**config.mk**
```make
export PLATFORM = sky130hd
export DESIGN_NAME = sprite_rle_span_decoder_flat
export DESIGN_NICKNAME = d
export VERILOG_FILES = /design/src/srsd_pkg.sv /design/src/srsd_in_if.sv /design/src/srsd_out_if.sv /design/src/sprite_rle_span_decoder.sv /design/src/srsd_decode.sv /design/src/srsd_out_buf.sv /design/src/flat_wrapper.sv
export SDC_FILE = /design/constraint.sdc
export NUM_CORES = 1
export LEC_CHECK = 0
export ABC_AREA = 1
export ABC_CLOCK_PERIOD_IN_PS = 5900
export BUFFER_PORTS_ARGS = -buffer_cell sky130_fd_sc_hd__buf_2
export CAP_MARGIN = 10
export CORE_MARGIN = 2
export CORE_UTILIZATION = 50
export DETAILED_ROUTE_END_ITERATION = 6
export PLACE_DENSITY = 0.69
export REMOVE_ABC_BUFFERS = 1
export SLEW_MARGIN = 40
export SYNTH_ARGS = -nofsm -noshare
export SYNTH_HDL_FRONTEND = slang
export SYNTH_SLANG_ARGS = --single-unit
export TNS_END_PERCENT = 50
```
**constraint.sdc**
```tcl
create_clock -name clk -period 5.9 [get_ports clk]
set_input_delay 0.59 -clock clk [delete_from_list [all_inputs] [get_ports clk]]
set_output_delay 0.59 -clock clk [all_outputs]
set_load 0.02 [all_outputs]
```
**src/srsd_pkg.sv**
```systemverilog
`timescale 1ns / 1ps
`default_nettype none
// ----------------------------------------------------------------------------
// srsd_pkg
// Shared types and codes for the sprite run-length span decoder.
// ----------------------------------------------------------------------------
package srsd_pkg;

  localparam int OUT_COORD_W = 16;

  // Command byte codes
  localparam logic [7:0] CMD_EOL      = 8'h00;
  localparam logic [7:0] CMD_END      = 8'h80;
  localparam logic [7:0] CMD_SHADOW   = 8'hC0;
  localparam logic [7:0] CMD_CNT_FILL = 8'hC1;
  localparam logic [7:0] PAD_BYTE     = 8'h80;
  localparam logic [7:0] PAD_LEN      = 8'h80;

  typedef enum logic [1:0] {
    KIND_COLOR  = 2'd0,
    KIND_SHADOW = 2'd1,
    KIND_END    = 2'd2,
    KIND_RANGE  = 2'd3
  } kind_t;

  typedef enum logic [5:0] {
    MODE_IDLE     = 6'b000001,
    MODE_LIT      = 6'b000010,
    MODE_SHD_SEL  = 6'b000100,
    MODE_SHD_CNT  = 6'b001000,
    MODE_FILL_CNT = 6'b010000,
    MODE_FILL_COL = 6'b100000
  } mode_t;

  typedef struct packed {
    kind_t                  kind;
    logic [OUT_COORD_W-1:0] col;
    logic [OUT_COORD_W-1:0] row;
    logic [7:0]             span_length;
    logic [7:0]             color_index;
    logic                   final_res;
  } res_t;

  // Results of one decode step; r0 is delivered first, then r1
  typedef struct packed {
    logic [1:0] n_res;
    res_t       r1;
    res_t       r0;
  } step_t;

endpackage
`default_nettype wire

```
**src/srsd_in_if.sv**
```systemverilog
`timescale 1ns / 1ps
`default_nettype none
// ----------------------------------------------------------------------------
// srsd_in_if
// Encoded byte channel: valid/ready with op, data_byte and last_byte.
// ----------------------------------------------------------------------------
interface srsd_in_if;
  logic       valid;
  logic       ready;
  logic       op;
  logic [7:0] data_byte;
  logic       last_byte;

  modport source(output valid, output op, output data_byte, output last_byte,
                 input ready);
  modport sink(input valid, input op, input data_byte, input last_byte,
               output ready);
endinterface
`default_nettype wire

```
**src/srsd_out_if.sv**
```systemverilog
`timescale 1ns / 1ps
`default_nettype none
// ----------------------------------------------------------------------------
// srsd_out_if
// Span result channel: valid/ready with one span or end record.
// ----------------------------------------------------------------------------
interface srsd_out_if;
  logic        valid;
  logic        ready;
  logic [1:0]  kind;
  logic [15:0] col;
  logic [15:0] row;
  logic [7:0]  span_length;
  logic [7:0]  color_index;
  logic        final_res;

  modport source(output valid, output kind, output col, output row,
                 output span_length, output color_index, output final_res,
                 input ready);
  modport sink(input valid, input kind, input col, input row,
               input span_length, input color_index, input final_res,
               output ready);
endinterface
`default_nettype wire

```
**src/sprite_rle_span_decoder.sv**
```systemverilog
`timescale 1ns / 1ps
`default_nettype none
// ----------------------------------------------------------------------------
// sprite_rle_span_decoder
// Decodes a sprite's run-length byte stream into pixel spans and end records.
// ----------------------------------------------------------------------------
// One byte transaction is taken per cycle while the result register has room.
// Each accepted byte sits in an input register, then a single pass of decode
// logic (mode select plus coordinate adders) updates the decoder state and
// writes all results of that byte into a two-entry result register, from which
// they leave one per cycle while the sink is ready. A byte causing two results
// (a span followed by an end record) holds the next byte in the input register
// while the result register drains, so while the sink is ready the rate is one
// byte per cycle for single-result bytes and one result per cycle otherwise;
// bytes with no result (commands, skips) pass at one per cycle.
// A new byte may load in the same cycle that the last waiting result leaves.
// ----------------------------------------------------------------------------
module sprite_rle_span_decoder #(
  parameter int COORD_BITS = 16
) (
  input  wire logic       clk,
  input  wire logic       rst,
  srsd_in_if.sink         stream,
  srsd_out_if.source      spans
);

  // input register
  logic            in_valid;
  logic            in_op;
  logic [7:0]      in_byte;
  logic            in_last;

  logic            advance;
  logic            can_load;
  logic            head_valid;
  logic            pop;
  srsd_pkg::step_t step;
  srsd_pkg::res_t  head;

  assign advance      = in_valid && can_load;
  assign stream.ready = !in_valid || advance;
  assign pop          = head_valid && spans.ready;

  always_ff @(posedge clk) begin
    if (rst) begin
      in_valid <= 1'b0;
    end else if (stream.ready) begin
      in_valid <= stream.valid;
    end
  end

  always_ff @(posedge clk) begin
    if (stream.valid && stream.ready) begin
      in_op   <= stream.op;
      in_byte <= stream.data_byte;
      in_last <= stream.last_byte;
    end
  end

  srsd_decode #(
    .COORD_BITS(COORD_BITS)
  ) u_decode (
    .clk       (clk),
    .rst       (rst),
    .step_en   (advance),
    .op        (in_op),
    .data_byte (in_byte),
    .last_byte (in_last),
    .step      (step)
  );

  srsd_out_buf u_out_buf (
    .clk        (clk),
    .rst        (rst),
    .load       (advance),
    .ld         (step),
    .pop        (pop),
    .can_load   (can_load),
    .head_valid (head_valid),
    .head       (head)
  );

  assign spans.valid       = head_valid;
  assign spans.kind        = head.kind;
  assign spans.col         = head.col;
  assign spans.row         = head.row;
  assign spans.span_length = head.span_length;
  assign spans.color_index = head.color_index;
  assign spans.final_res   = head.final_res;

endmodule
`default_nettype wire

```
**src/srsd_decode.sv**
```systemverilog
`timescale 1ns / 1ps
`default_nettype none
// ----------------------------------------------------------------------------
// srsd_decode
// Decoder state and single-pass step logic: one byte in, up to two results.
// ----------------------------------------------------------------------------
module srsd_decode #(
  parameter int COORD_BITS = 16
) (
  input  wire logic             clk,
  input  wire logic             rst,
  input  wire logic             step_en,
  input  wire logic             op,
  input  wire logic [7:0]       data_byte,
  input  wire logic             last_byte,
  output srsd_pkg::step_t       step
);

  srsd_pkg::mode_t       mode;
  logic [7:0]            cnt;
  logic [COORD_BITS-1:0] col;
  logic [COORD_BITS-1:0] row;
  logic                  finished;

  srsd_pkg::mode_t       mode_fed;
  logic [7:0]            cnt_fed;
  logic [7:0]            cnt_next;
  logic [COORD_BITS-1:0] col_cmd;
  logic [COORD_BITS-1:0] col_next;
  logic [COORD_BITS-1:0] row_next;
  logic                  span_v;
  logic                  span_emit;
  srsd_pkg::kind_t       span_kind;
  logic [7:0]            span_len;
  logic [7:0]            span_color;
  logic                  end_cmd;
  logic                  end_v;
  logic                  active;
  srsd_pkg::res_t        span_res;
  srsd_pkg::res_t        end_res;

  always_comb begin
    mode_fed   = mode;
    cnt_fed    = cnt;
    col_cmd    = col;
    row_next   = row;
    span_v     = 1'b0;
    span_kind  = srsd_pkg::KIND_COLOR;
    span_len   = 8'd0;
    span_color = 8'd0;
    end_cmd    = 1'b0;

    // first pass: the byte itself
    case (mode)
      srsd_pkg::MODE_LIT: begin
        span_v     = 1'b1;
        span_len   = 8'd1;
        span_color = data_byte;
        cnt_fed    = cnt - 8'd1;
        if (cnt == 8'd1) begin
          mode_fed = srsd_pkg::MODE_IDLE;
        end
      end
      srsd_pkg::MODE_SHD_SEL: begin
        if (data_byte[1:0] != 2'd0) begin
          span_v    = 1'b1;
          span_kind = srsd_pkg::KIND_SHADOW;
          span_len  = {6'd0, data_byte[1:0]};
          mode_fed  = srsd_pkg::MODE_IDLE;
        end else begin
          mode_fed  = srsd_pkg::MODE_SHD_CNT;
        end
      end
      srsd_pkg::MODE_SHD_CNT: begin
        span_v    = 1'b1;
        span_kind = srsd_pkg::KIND_SHADOW;
        span_len  = data_byte;
        mode_fed  = srsd_pkg::MODE_IDLE;
      end
      srsd_pkg::MODE_FILL_CNT: begin
        cnt_fed  = data_byte;
        mode_fed = srsd_pkg::MODE_FILL_COL;
      end
      srsd_pkg::MODE_FILL_COL: begin
        span_v     = 1'b1;
        span_len   = cnt;
        span_color = data_byte;
        cnt_fed    = 8'd0;
        mode_fed   = srsd_pkg::MODE_IDLE;
      end
      default: begin
        mode_fed = srsd_pkg::MODE_IDLE;
        if (data_byte == srsd_pkg::CMD_EOL) begin
          row_next = row + COORD_BITS'(1);
          col_cmd  = '0;
        end else if (data_byte < srsd_pkg::CMD_END) begin
          cnt_fed  = data_byte;
          mode_fed = srsd_pkg::MODE_LIT;
        end else if (data_byte == srsd_pkg::CMD_END) begin
          end_cmd  = 1'b1;
        end else if (data_byte < srsd_pkg::CMD_SHADOW) begin
          col_cmd  = col + COORD_BITS'(data_byte[5:0]);
        end else if (data_byte == srsd_pkg::CMD_SHADOW) begin
          mode_fed = srsd_pkg::MODE_SHD_SEL;
        end else if (data_byte == srsd_pkg::CMD_CNT_FILL) begin
          mode_fed = srsd_pkg::MODE_FILL_CNT;
        end else begin
          cnt_fed  = {2'd0, data_byte[5:0]};
          mode_fed = srsd_pkg::MODE_FILL_COL;
        end
      end
    endcase

    // padding pass on the last byte; a pad span never meets a first-pass span
    cnt_next = cnt_fed;
    if (!end_cmd && last_byte) begin
      case (mode_fed)
        srsd_pkg::MODE_SHD_SEL, srsd_pkg::MODE_SHD_CNT: begin
          span_v    = 1'b1;
          span_kind = srsd_pkg::KIND_SHADOW;
          span_len  = srsd_pkg::PAD_LEN;
        end
        srsd_pkg::MODE_FILL_CNT: begin
          span_v     = 1'b1;
          span_len   = srsd_pkg::PAD_LEN;
          span_color = srsd_pkg::PAD_BYTE;
          cnt_next   = 8'd0;
        end
        srsd_pkg::MODE_FILL_COL: begin
          span_v     = 1'b1;
          span_len   = cnt_fed;
          span_color = srsd_pkg::PAD_BYTE;
          cnt_next   = 8'd0;
        end
        srsd_pkg::MODE_LIT: begin
          cnt_next = 8'd0;
        end
        default: begin
          cnt_next = cnt_fed;
        end
      endcase
    end

    span_emit = span_v && (span_len != 8'd0);
    col_next  = span_emit ? col + COORD_BITS'(span_len) : col_cmd;
    end_v     = end_cmd || last_byte;
    active    = !op && !finished;

    span_res.kind        = span_kind;
    span_res.col         = srsd_pkg::OUT_COORD_W'(col);
    span_res.row         = srsd_pkg::OUT_COORD_W'(row);
    span_res.span_length = span_len;
    span_res.color_index = span_color;
    span_res.final_res   = !end_v;

    end_res.kind         = end_cmd ? srsd_pkg::KIND_END : srsd_pkg::KIND_RANGE;
    end_res.col          = srsd_pkg::OUT_COORD_W'(col_next);
    end_res.row          = srsd_pkg::OUT_COORD_W'(row_next);
    end_res.span_length  = 8'd0;
    end_res.color_index  = 8'd0;
    end_res.final_res    = 1'b1;

    step.r0    = span_emit ? span_res : end_res;
    step.r1    = end_res;
    step.n_res = active ? (2'(span_emit) + 2'(end_v)) : 2'd0;
  end

  always_ff @(posedge clk) begin
    if (rst) begin
      mode     <= srsd_pkg::MODE_IDLE;
      cnt      <= 8'd0;
      col      <= '0;
      row      <= '0;
      finished <= 1'b0;
    end else if (step_en) begin
      if (op) begin
        mode     <= srsd_pkg::MODE_IDLE;
        cnt      <= 8'd0;
        col      <= '0;
        row      <= '0;
        finished <= 1'b0;
      end else if (!finished) begin
        mode     <= end_v ? srsd_pkg::MODE_IDLE : mode_fed;
        cnt      <= cnt_next;
        col      <= col_next;
        row      <= row_next;
        finished <= end_v;
      end
    end
  end

  // once ended, only a start op reopens the sprite
  a_fin_sticky: assert property (@(posedge clk) disable iff (rst)
    (finished && !(step_en && op)) |=> finished)
    else $error("finished dropped without start op");

  // a finished sprite yields nothing
  a_fin_quiet: assert property (@(posedge clk) disable iff (rst)
    (finished || op) |-> (step.n_res == 2'd0))
    else $error("result produced while finished or on start");

  // a byte that ends the sprite goes back to idle
  a_end_idle: assert property (@(posedge clk) disable iff (rst)
    (step_en && !op && !finished && end_v) |=> (mode == srsd_pkg::MODE_IDLE))
    else $error("mode not idle after end");

endmodule
`default_nettype wire

```
**src/srsd_out_buf.sv**
```systemverilog
`timescale 1ns / 1ps
`default_nettype none
// ----------------------------------------------------------------------------
// srsd_out_buf
// Two-entry result register; loads a whole step's results, drains one a cycle while popped.
// ----------------------------------------------------------------------------
module srsd_out_buf (
  input  wire logic            clk,
  input  wire logic            rst,
  input  wire logic            load,
  input  wire srsd_pkg::step_t ld,
  input  wire logic            pop,
  output logic                 can_load,
  output logic                 head_valid,
  output srsd_pkg::res_t       head
);

  srsd_pkg::res_t res_q [2];
  logic [1:0]     cnt;

  assign head_valid = (cnt != 2'd0);
  assign head       = res_q[0];
  assign can_load   = (cnt == 2'd0) || ((cnt == 2'd1) && pop);

  always_ff @(posedge clk) begin
    if (rst) begin
      cnt <= 2'd0;
    end else if (load) begin
      cnt <= ld.n_res;
    end else if (pop) begin
      cnt <= cnt - 2'd1;
    end
  end

  always_ff @(posedge clk) begin
    if (load) begin
      res_q[0] <= ld.r0;
      res_q[1] <= ld.r1;
    end else if (pop) begin
      res_q[0] <= res_q[1];
    end
  end

  a_load_room: assert property (@(posedge clk) disable iff (rst)
    load |-> ((cnt == 2'd0) || ((cnt == 2'd1) && pop)))
    else $error("load over undelivered results");

  a_cnt_range: assert property (@(posedge clk) disable iff (rst)
    cnt != 2'd3)
    else $error("result count overflow");

  // with two queued, the head is the span and the end follows
  a_pair_order: assert property (@(posedge clk) disable iff (rst)
    (cnt == 2'd2) |-> (!res_q[0].final_res && res_q[1].final_res))
    else $error("final flag out of order");

endmodule
`default_nettype wire
```
**src/flat_wrapper.sv**
```systemverilog
// flat-port wrapper written by rule: the top's interface ports become plain ports
module sprite_rle_span_decoder_flat 
#(
  parameter int COORD_BITS = 16
)
  (clk, rst, stream_valid, stream_op, stream_data_byte, stream_last_byte, stream_ready, spans_valid, spans_kind, spans_col, spans_row, spans_span_length, spans_color_index, spans_final_res, spans_ready);
  srsd_in_if stream_i ();
  srsd_out_if spans_i ();
  input  wire logic clk;
  input  wire logic rst;
  input wire logic [$bits(stream_i.valid)-1:0] stream_valid;
  input wire logic [$bits(stream_i.op)-1:0] stream_op;
  input wire logic [$bits(stream_i.data_byte)-1:0] stream_data_byte;
  input wire logic [$bits(stream_i.last_byte)-1:0] stream_last_byte;
  output wire logic [$bits(stream_i.ready)-1:0] stream_ready;
  output wire logic [$bits(spans_i.valid)-1:0] spans_valid;
  output wire logic [$bits(spans_i.kind)-1:0] spans_kind;
  output wire logic [$bits(spans_i.col)-1:0] spans_col;
  output wire logic [$bits(spans_i.row)-1:0] spans_row;
  output wire logic [$bits(spans_i.span_length)-1:0] spans_span_length;
  output wire logic [$bits(spans_i.color_index)-1:0] spans_color_index;
  output wire logic [$bits(spans_i.final_res)-1:0] spans_final_res;
  input wire logic [$bits(spans_i.ready)-1:0] spans_ready;
  assign stream_i.valid = stream_valid;
  assign stream_i.op = stream_op;
  assign stream_i.data_byte = stream_data_byte;
  assign stream_i.last_byte = stream_last_byte;
  assign stream_ready = stream_i.ready;
  assign spans_valid = spans_i.valid;
  assign spans_kind = spans_i.kind;
  assign spans_col = spans_i.col;
  assign spans_row = spans_i.row;
  assign spans_span_length = spans_i.span_length;
  assign spans_color_index = spans_i.color_index;
  assign spans_final_res = spans_i.final_res;
  assign spans_i.ready = spans_ready;
  sprite_rle_span_decoder #(.COORD_BITS(COORD_BITS)) u_core (.clk(clk), .rst(rst), .stream(stream_i), .spans(spans_i));
endmodule
```
**Word-level counts from Yosys, hierarchy flattened**

Memory sizes are Yosys's and may differ from the RTL's.
Index checks and enable logic that the tools add are counted.

- Bits in registers: 60
- Bits in writable memories: 102
- Bits of input ports: 14
- Output and inout bits: 53
- Logic and storage cells: 135
- Memories kept: 1

Memory list:

| name | depth | bits a word | rd ports | clocked after Yosys merged registers in | write ports | line | text |
|---|---|---|---|---|---|---|---|
| u_core.u_out_buf.res_q | 2 | 51 | 2 | 0 | 2 | srsd_out_buf.sv:18 | `srsd_pkg::res_t res_q [2];` |

- Add/sub/neg operators: 6
- Magnitude comparators: 2
- Eq/ne operators: 16
- Multiplexer cells: 67
- Bitwise logic cells: 1
- Reductions and logical operators: 32

Operators by type and width:

| operator | number |
|---|---|
| 16-bit 2-to-1 mux | 12 |
| 8-bit 2-to-1 mux | 14 |
| 51-bit 2-to-1 mux | 2 |
| 8-bit one-hot mux with 4 select lines | 2 |
| 6-bit 2-to-1 mux | 10 |
| 8-bit equality test, second input constant | 3 |
| 6-bit one-hot mux with 4 select lines | 1 |
| 16-bit by 1-bit adder with 16-bit output, second input constant | 1 |
| 16-bit by 6-bit adder with 16-bit output | 1 |
| 16-bit by 8-bit adder with 16-bit output | 1 |
| 8-bit less-than comparator, second input constant | 2 |
| 1-bit 2-to-1 mux | 16 |
| 8-bit one-hot mux with 2 select lines | 1 |
| 6-bit by 2-bit equality test with 1-bit output, second input constant | 2 |
| 6-bit by 3-bit equality test with 1-bit output, second input constant | 2 |
| 6-bit by 4-bit equality test with 1-bit output, second input constant | 2 |
| 6-bit by 5-bit equality test with 1-bit output, second input constant | 2 |
| 6-bit equality test, second input constant | 2 |
| 2-bit 2-to-1 mux | 6 |
| 2-bit OR reduction | 5 |
| 3-bit OR reduction | 3 |
| 8-bit by 1-bit equality test with 1-bit output, second input constant | 1 |
| 8-bit zero test | 1 |
| 8-bit nonzero test | 1 |
| 16 further kinds | 31 |

**Logic depth before layout (Yosys ltp)**

Gate-level depths: netlist of run 1.

- Depth in word-level cells: 17
- Depth in mapped cells: 28
- Gate-level depth less buffers: 28

**Cells and area by module**

A second synthesis of run 1 with hierarchy kept.

- Cells, all modules: 1128
- Area, all modules: 9305.2 um^2

By module, submodules not included:

| module | instances | cells each | area an instance (um^2) | sequential area each (um^2) |
|---|---|---|---|---|
| srsd_decode | 1 | 811 | 4988.5 | 940.9 |
| srsd_out_buf | 1 | 297 | 3953.8 | 3103.0 |
| sprite_rle_span_decoder | 1 | 20 | 362.8 | 320.3 |

**Least setup slack after synthesis of run 1**

OpenSTA, ideal clock, no wires.

- Path kind: register -> register
- From: register u_core.u_out_buf.cnt[0]
- To: register u_core.u_out_buf.cnt[0]
- Setup time: 0.121 ns
- Data arrival time: 4.978 ns
- Data required time: 5.779 ns
- Path slack: 0.801 ns
- Cell stages (with the launch flop): 7
- Path buffers: 0
- Clock period less this slack: 5.099 ns
- Cell sequence: dfxtp_1 > inv_1 > ha_1 > inv_1 > o21ai_0 > o21ai_0 > a31oi_1

- Word-level cells in the longest chain between the ends: 6
- Elaborated cells on any way between the ends: 11
- Classes of those cells: 1 x add/sub; 1 x eq/ne; 2 x mux; 7 x reduce/logical

Ends and longest elaborated chain:

| what | line | text |
|---|---|---|
| start, declared | srsd_out_buf.sv:19 | `logic [1:0] cnt;` |
| start signal, assigned | srsd_out_buf.sv:29 | `cnt <= ld.n_res;` |
| start signal, assigned | srsd_out_buf.sv:31 | `cnt <= cnt - 2'd1;` |
| 2-bit nonzero test * | srsd_out_buf.sv:21 | `assign head_valid = (cnt != 2'd0);` |
| net spans_valid | flat_wrapper.sv:16 | `output wire logic [$bits(spans_i.valid)-1:0] spans_valid;` |
| 1-bit logical AND * | sprite_rle_span_decoder.sv:42 | `assign pop = head_valid && spans.ready;` |
| 1-bit logical AND | srsd_out_buf.sv:23 | `assign can_load = (cnt == 2'd0) \|\| ((cnt == 2'd1) && pop);` |
| 1-bit logical OR | srsd_out_buf.sv:23 |  |
| 1-bit logical AND | sprite_rle_span_decoder.sv:40 | `assign advance = in_valid && can_load;` |
| 2-bit 2-to-1 mux / 2-bit nonzero test (equally long branches) | - |  |

The timed path passes the listed nets; every way through them passes the cells marked *. The select of a mux whose other input is x is not followed.
A chain may end at the register's enable or synchronous reset.

==> results of run 1 <==
worst reg2reg max path: stages (launching register included):
cell and delay [ps]:
dfxtp_1 330, nor2_2 170, nand2_1 120, a21oi_2 520
nor2_4 120, nand2_4 210, inv_1 200, o21ai_0 150
nand3_1 90, nand2_1 70, nand2_1 80, inv_1 60
ha_1 190, fa_1 220, nand3_1 80, nand3_1 110
nand3_1 80, nand2_1 90, nand3_1 70, nand2_1 140
nand2_1 100, nor2_1 120, xor2_1 180, nand2_2 70
nand2_2 70, nand2_1 60, a21oi_2 130
routing by layer:
layer | GRT usage | routed length (um) | vias up
li1 | - | - | 3340
met1 | 0.322 | 9150 | 3112
met2 | 0.383 | 9100 | 233
met3 | 0.0502 | 1160 | 36
met4 | 0.0749 | 344 | 0
met5 | 0 | 0 | -
registers in the layout, summed over array words and instances (netlist names):
name,cells
u_core.u_out_buf.res_q,84
u_core.u_decode.col,16
u_core.u_decode.row,16
u_core.in_byte,8
u_core.u_decode.cnt,8
u_core.u_decode.mode,6
u_core.u_out_buf.cnt,2
u_core.in_last,1
u_core.in_op,1
u_core.in_valid,1
u_core.u_decode.finished,1
cells by family after synthesis:
logic type	after synthesis	share of synthesized area
xor gates and xnor gates	33	0.0386
and+or+nand+nor	518	0.297
buffers and inverters	122	0.0629
AOI/OAI and AO/OA	129	0.0919
adders and majority gates	22	0.0359
DFF	144	0.473
stage by stage:
step | hold slack [ps] | instance area, sq um | power (mW) | std cells | utilization
final | 332 | 9230 | 3.47 | 1261 | 0.583
after global routing | 317 | 9230 | 3.64 | 1261 | 0.583
after CTS | 318 | 9230 | 3.49 | 1261 | 0.583
after detailed placement | 486 | 8640 | 2.43 | 1229 | 0.546
after global placement | 476 | 8590 | 2.40 | 1226 | 0.543
after floorplan | 452 | 7930 | 2.08 | 939 | -
final cells by class:
class                   instances  area (sq um)  area share
well taps                     216           270      0.0293
clock buffers                  23           522      0.0565
flip-flops and latches        144          3820       0.414
multi-input cells             702          3770       0.409
repair buffers                 74           415      0.0450
clock inverters                 9          63.8     0.00692
inverters                      93           358      0.0388
report_power, final:
part / internal, mW / switching (mW)
combinational: 0.254 / 0.733
clock: 0.628 / 0.437
sequential: 1.35 / 0.0686
how the worst min path moves through the flow:
stage | startpoint | to | slack (ps)
after floorplan | u_core.u_decode.cnt[6]$_SDFFE_PP0P_ | u_core.u_decode.cnt[6]$_SDFFE_PP0P_ | 450
after global placement | u_core.u_decode.row[1]$_SDFFE_PP0P_ | u_core.u_decode.row[1]$_SDFFE_PP0P_ | 480
after detailed placement | u_core.u_decode.row[1]$_SDFFE_PP0P_ | u_core.u_decode.row[1]$_SDFFE_PP0P_ | 490
after CTS | stream_data_byte[6] | u_core.in_byte[6]$_DFFE_PP_ | 320
after global routing | stream_op | u_core.in_op$_DFFE_PP_ | 320
final | stream_data_byte[6] | u_core.in_byte[6]$_DFFE_PP_ | 330
placed cells by master, fill, tap and decap left out, types with 6 or more instances in the layout:
master     Yosys  layout
nor3_1        11      11
buf_4          0       6
nand2_4        6       6
buf_2          4      65
clkbuf_16      0      20
dfxtp_1       50      50
o22ai_1        7       7
inv_4          3       6
xnor2_1        9       9
nor2_4         8      10
a21oi_2        9       9
nand4_1       11      11
inv_1         89      88
xor2_1        21      21
ha_1          20      20
nand2_2       25      25
edfxtp_1      94      94
o21ai_0       30      29
nand3_1       75      75
a21oi_1       66      66
nand2_1      292     292
nor2_1        62      59
==> impl_metrics.toml, run 1 <==
[routing]
vias = 6721
drcViolationCount = 0
routed_wl_um = 19800
dr.pass1.iters = 6
ant_nets = 0
wl_per_cell_um = 15.7
drt_iter0_drc = 640
vias_per_cell = 5.33

[finish]
nFillCells = 1409
diodes = 0
nets = 1068
drive_above_1_share = 0.176
syn2layout_area_growth_pct = 14.2

[grt]
grt_pass1_vias = 6468
grt_max_degree = 49
grt_overflow = 0
grt_pass1_wl_um = 32900
antenna_found_initial = 0
track_usage = 0.238

[yosys]
synthFlopType = "edfxtp_1"
synth.top_cells.by_area = "edfxtp_1 35%, nand2_1 14%, dfxtp_1 12%, nand3_1 4.6%, inv_1 4.1%"
synth_warnings = 0
yosysSeqAreaShare = 0.473
synth.ff_latch_count = 144
synth_area_per_cell_sq_um = 8.34
yosys.cell_types.count = 47
synth_cells = 968
netlist_area_sq_um = 8080
yosysTopAreaCell = "edfxtp_1"
synth_commonest_cells = "292 x nand2_1, 94 x edfxtp_1, 89 x inv_1, 75 x nand3_1, 66 x a21oi_1"
async_flop_share = 0
yosysMostFrequentCell = "nand2_1"
synth_top_area_frac = 0.349
synth_edf_count = 94

[worst_setup_path]
criticalPathCategory = "flip-flop to flip-flop"
r2r_cells = 26
crit_end = "u_core.u_decode.col[12]$_SDFFE_PP0P_"
path_depth = 26
crit_top_cell = "nand2_1"
crit_required_ps = 6260
crit_family = "simple AND/OR/NAND/NOR gates"
worstSetupEndpointType = "flip-flop"
cp_slowest_cell = "a21oi_2"
r2r_start = "u_core.u_decode.mode[0]$_SDFFE_PP1P_"
crit_buf_inv = 2
critPathArrivalTime_ps = 4250
crit_start = "u_core.u_decode.mode[0]$_SDFFE_PP1P_"
path_max_fanout = 13
r2r_end = "u_core.u_decode.col[12]$_SDFFE_PP0P_"
cp-start-kind = "flip-flop"
r2r_setup_slack_ps = 2010
critical_path.max_stage_delay_ps = 520

[pwr]
power_density_nw_per_um2 = 376
ir_drop_mv = 0.196
cellLeakagePower_nw = 3.94

[placement]
dp_hpwl_um = 13500
io_buffers = 66
pre_cts_ws_ps = 2050
place_congestion = 0.948

[timing]
slew_viol_final = 0
hold_viol = 0
final.setup.tns_ps = 0
setup_slack_ps = 2010
fin_crit_sh = 0.660
worst_slew_pin_slew_ps = 715
max_freq_ghz = 0.257
rsz0062_at_grt = "false"
skew_ps = 13.5
fin_crit_ps = 3890
setup_violations = 0
slew_headroom = 0.519

[clocking]
cts_resized = 0
path_clk_slew_ps = 60
htreeDepth = 4
cts_inserted_buffers = 17
postCtsHoldBufs = 0
cts-root-buf = "clkbuf_16"
tritoncts = "done"
clk_latency_ps = 430
post_cts_buffers = 0
cts_sinks = 144
cts_max_path_buffers = 2

[floorplan]
initial_core_util = 0.510
rows = 46
core_sq_um = 15800
die_y_um = 131
num_io_pins = 67
die_area_sq_um = 17200
die_x_um = 131

[worst_hold_path]
hold_class = "input pin to flip-flop"
holdPathStages = 1

[outcome]
status = "completed"

[job]
maxCapViolations = 0
No activity file was read; power rests on OpenSTA's default activity.
==> run 2, diff against run 1 <==
--- a/config.mk
+++ b/config.mk
@@ -5,8 +5,8 @@
 export SDC_FILE = /design/constraint.sdc
 export NUM_CORES = 1
 export LEC_CHECK = 0
-export ABC_AREA = 1
-export ABC_CLOCK_PERIOD_IN_PS = 5900
+export ABC_AREA = 0
+export ABC_CLOCK_PERIOD_IN_PS = 4000
 export BUFFER_PORTS_ARGS = -buffer_cell sky130_fd_sc_hd__buf_2
 export CAP_MARGIN = 10
 export CORE_MARGIN = 2
==> constraint.sdc (replaced) <==
create_clock -name clk -period 4 [get_ports clk]
set_input_delay 0.4 -clock clk [delete_from_list [all_inputs] [get_ports clk]]
set_output_delay 0.4 -clock clk [all_outputs]
set_load 0.02 [all_outputs]
==> impl_metrics.toml, run 2 <==
[routing]
dr.pass1.iters = 7
vias = 6854
wl_per_cell_um = 18.7
ant_nets = 0
routed_wl_um = 22100
drcViolationCount = 0
drt_iter0_drc = 648
vias_per_cell = 5.79

[floorplan]
rows = 45
die_area_sq_um = 16700
die_x_um = 129
die_y_um = 129
initial_core_util = 0.513
core_sq_um = 15300
num_io_pins = 67

[grt]
grt_max_degree = 35
track_usage = 0.269
grt_pass1_wl_um = 34300
grt_overflow = 0
grt_pass1_vias = 6765
antenna_found_initial = 0

[placement]
dp_hpwl_um = 15800
pre_cts_ws_ps = -192
place_area_sq_um = 8950
io_buffers = 66
place_congestion = 0.916

[finish]
mostFrequentLayoutCells = "110 x nor2_1, 110 x buf_4, 94 x edfxtp_1, 74 x nand2_1, 66 x buf_2"
nets = 995
diodes = 0
final_util = 0.661
largest_reg_flops = 84
design_area_sq_um = 10100
largest_register = "u_core.u_out_buf.res_q"
ff_latch_area_sq_um = 3840
syn2layout_area_growth_pct = 28.8
drive_above_1_share = 0.300
top_regs = "u_core.u_out_buf.res_q x84, u_core.u_decode.col x16, u_core.u_decode.row x16"
multi_input_comb_area_sq_um = 4050
nFillCells = 1222

[timing]
setup_slack_ps = 0.264
fin_crit_sh = 1.00
max_freq_ghz = 0.250
skew_ps = 8.78
setup_violations = 0
slew_headroom = 0.444
rsz0062_at_grt = "true"
hold_viol = 0
worst_slew_pin_slew_ps = 832
fin_crit_ps = 4000
slew_viol_final = 0

[worst_setup_path]
path_max_fanout = 4
critical_path.max_stage_delay_ps = 580
cp_slowest_cell = "or4_4"
criticalPathCategory = "flip-flop to flip-flop"
crit_family = "simple AND/OR/NAND/NOR gates"
critPathArrivalTime_ps = 4160
path_cells = "buf_6 -> or4_4 -> o22ai_4 -> o31ai_4 -> and2_4 -> buf_6 -> a222oi_1 -> inv_1 -> ha_4 -> a21o_1 -> a31oi_2 -> o21ai_2 -> nor2b_4 -> nor2_2 -> buf_4 -> nor3_1 -> nor2_1"
cp-start-kind = "flip-flop"
crit_buf_inv = 4
worstSetupEndpointType = "flip-flop"
crit_top_cell = "buf_6"
crit_required_ps = 4160

[yosys]
yosysSeqAreaShare = 0.488
yosysMostFrequentCell = "nor2_1"
synth_warnings = 0
synth_top_area_frac = 0.360
synth.top_cells.by_area = "edfxtp_1 36%, dfxtp_1 13%, nor2_1 5.7%, nand2_1 3.6%, ha_1 3.2%"
synth_commonest_cells = "118 x nor2_1, 94 x edfxtp_1, 75 x nand2_1, 50 x dfxtp_1, 44 x a21oi_1"
yosys.cell_types.count = 78
synth_area_per_cell_sq_um = 9.74
async_flop_share = 0
synth.ff_latch_count = 144
yosysTopAreaCell = "edfxtp_1"
synth_cells = 804
netlist_area_sq_um = 7830
synth_edf_count = 94
synthFlopType = "edfxtp_1"

[clocking]
path_clk_slew_ps = 60
tritoncts = "done"
cts-root-buf = "clkbuf_16"
cts_max_path_buffers = 2
clk_latency_ps = 420
cts_sinks = 144
postCtsHoldBufs = 0
cts_inserted_buffers = 17
htreeDepth = 4

[job]
maxCapViolations = 0

[pwr]
ir_drop_mv = 0.267
cellLeakagePower_nw = 4.12
power_density_nw_per_um2 = 466

[worst_hold_path]
hold_class = "input pin to flip-flop"

[outcome]
status = "completed"
==> run 2: layout make-up <==
type                    count  share of cell area
multi-input cells         585               0.401
repair buffers            183               0.125
clock inverters            13              0.0135
clock buffers              19              0.0429
inverters                  28              0.0109
flip-flops and latches    144               0.380
well taps                 211              0.0262
==> run 2: repair_timing <==
action,CTS,global route
cloned,0,0
buffers inserted,11,12
setup endpoints to repair,13,16
gates resized for setup,25,56
pin swaps,3,29
==> run 2: kinds of logic after synthesis <==
group | synth area share
simple gates | 0.190
compound gates | 0.181
flops | 0.488
buf+inv | 0.0414
xor+xnor | 0.0358
fa+ha+maj | 0.0371
mux | 0.0272
==> run 2: metrics by stage <==
| stage | hold slack (ps) | cells | total power [mW] | TNS (ps) |
|---|---|---|---|---|
| final | 155 | 1183 | 4.70 | 0 |
| after global routing | 139 | 1183 | 4.91 | -265 |
| after CTS | 141 | 1171 | 4.70 | 0 |
| after detailed placement | 489 | 1128 | 3.15 | -1630 |
| after global placement | 486 | 1128 | 3.12 | -950 |
| after floorplan | 467 | 757 | 2.70 | -1390 |
==> run 2: worst paths after layout <==
kind / cells after the start / endpoint / start / slack [ps]
hold / removal: 1 / u_core.in_byte[2]$_DFFE_PP_ / stream_data_byte[2] / 160
setup / recovery: 17 / u_core.u_out_buf.res_q[1][46]$_DFFE_PP_ / u_core.in_byte[5]$_DFFE_PP_ / 0.3
hold reg to reg: 1 / u_core.u_decode.row[15]$_SDFFE_PP0P_ / u_core.u_decode.row[15]$_SDFFE_PP0P_ / 510
setup reg to reg: 17 / u_core.u_out_buf.res_q[1][46]$_DFFE_PP_ / u_core.in_byte[5]$_DFFE_PP_ / 0.3
==> run 2: report_power, final <==
| part | total, mW | switching [mW] | internal, mW |
|---|---|---|---|
| Clock | 1.54 | 0.626 | 0.919 |
| Combinational | 1.18 | 0.809 | 0.374 |
| Sequential | 1.97 | 0.0779 | 1.90 |
==> run 2: routing by layer <==
metal,part of all wire,GRT usage,up-vias
met5,0,0,-
met4,0.036,0.131,0
met3,0.055,0.0504,57
met2,0.51,0.464,272
met1,0.40,0.323,3268
li1,-,-,3257
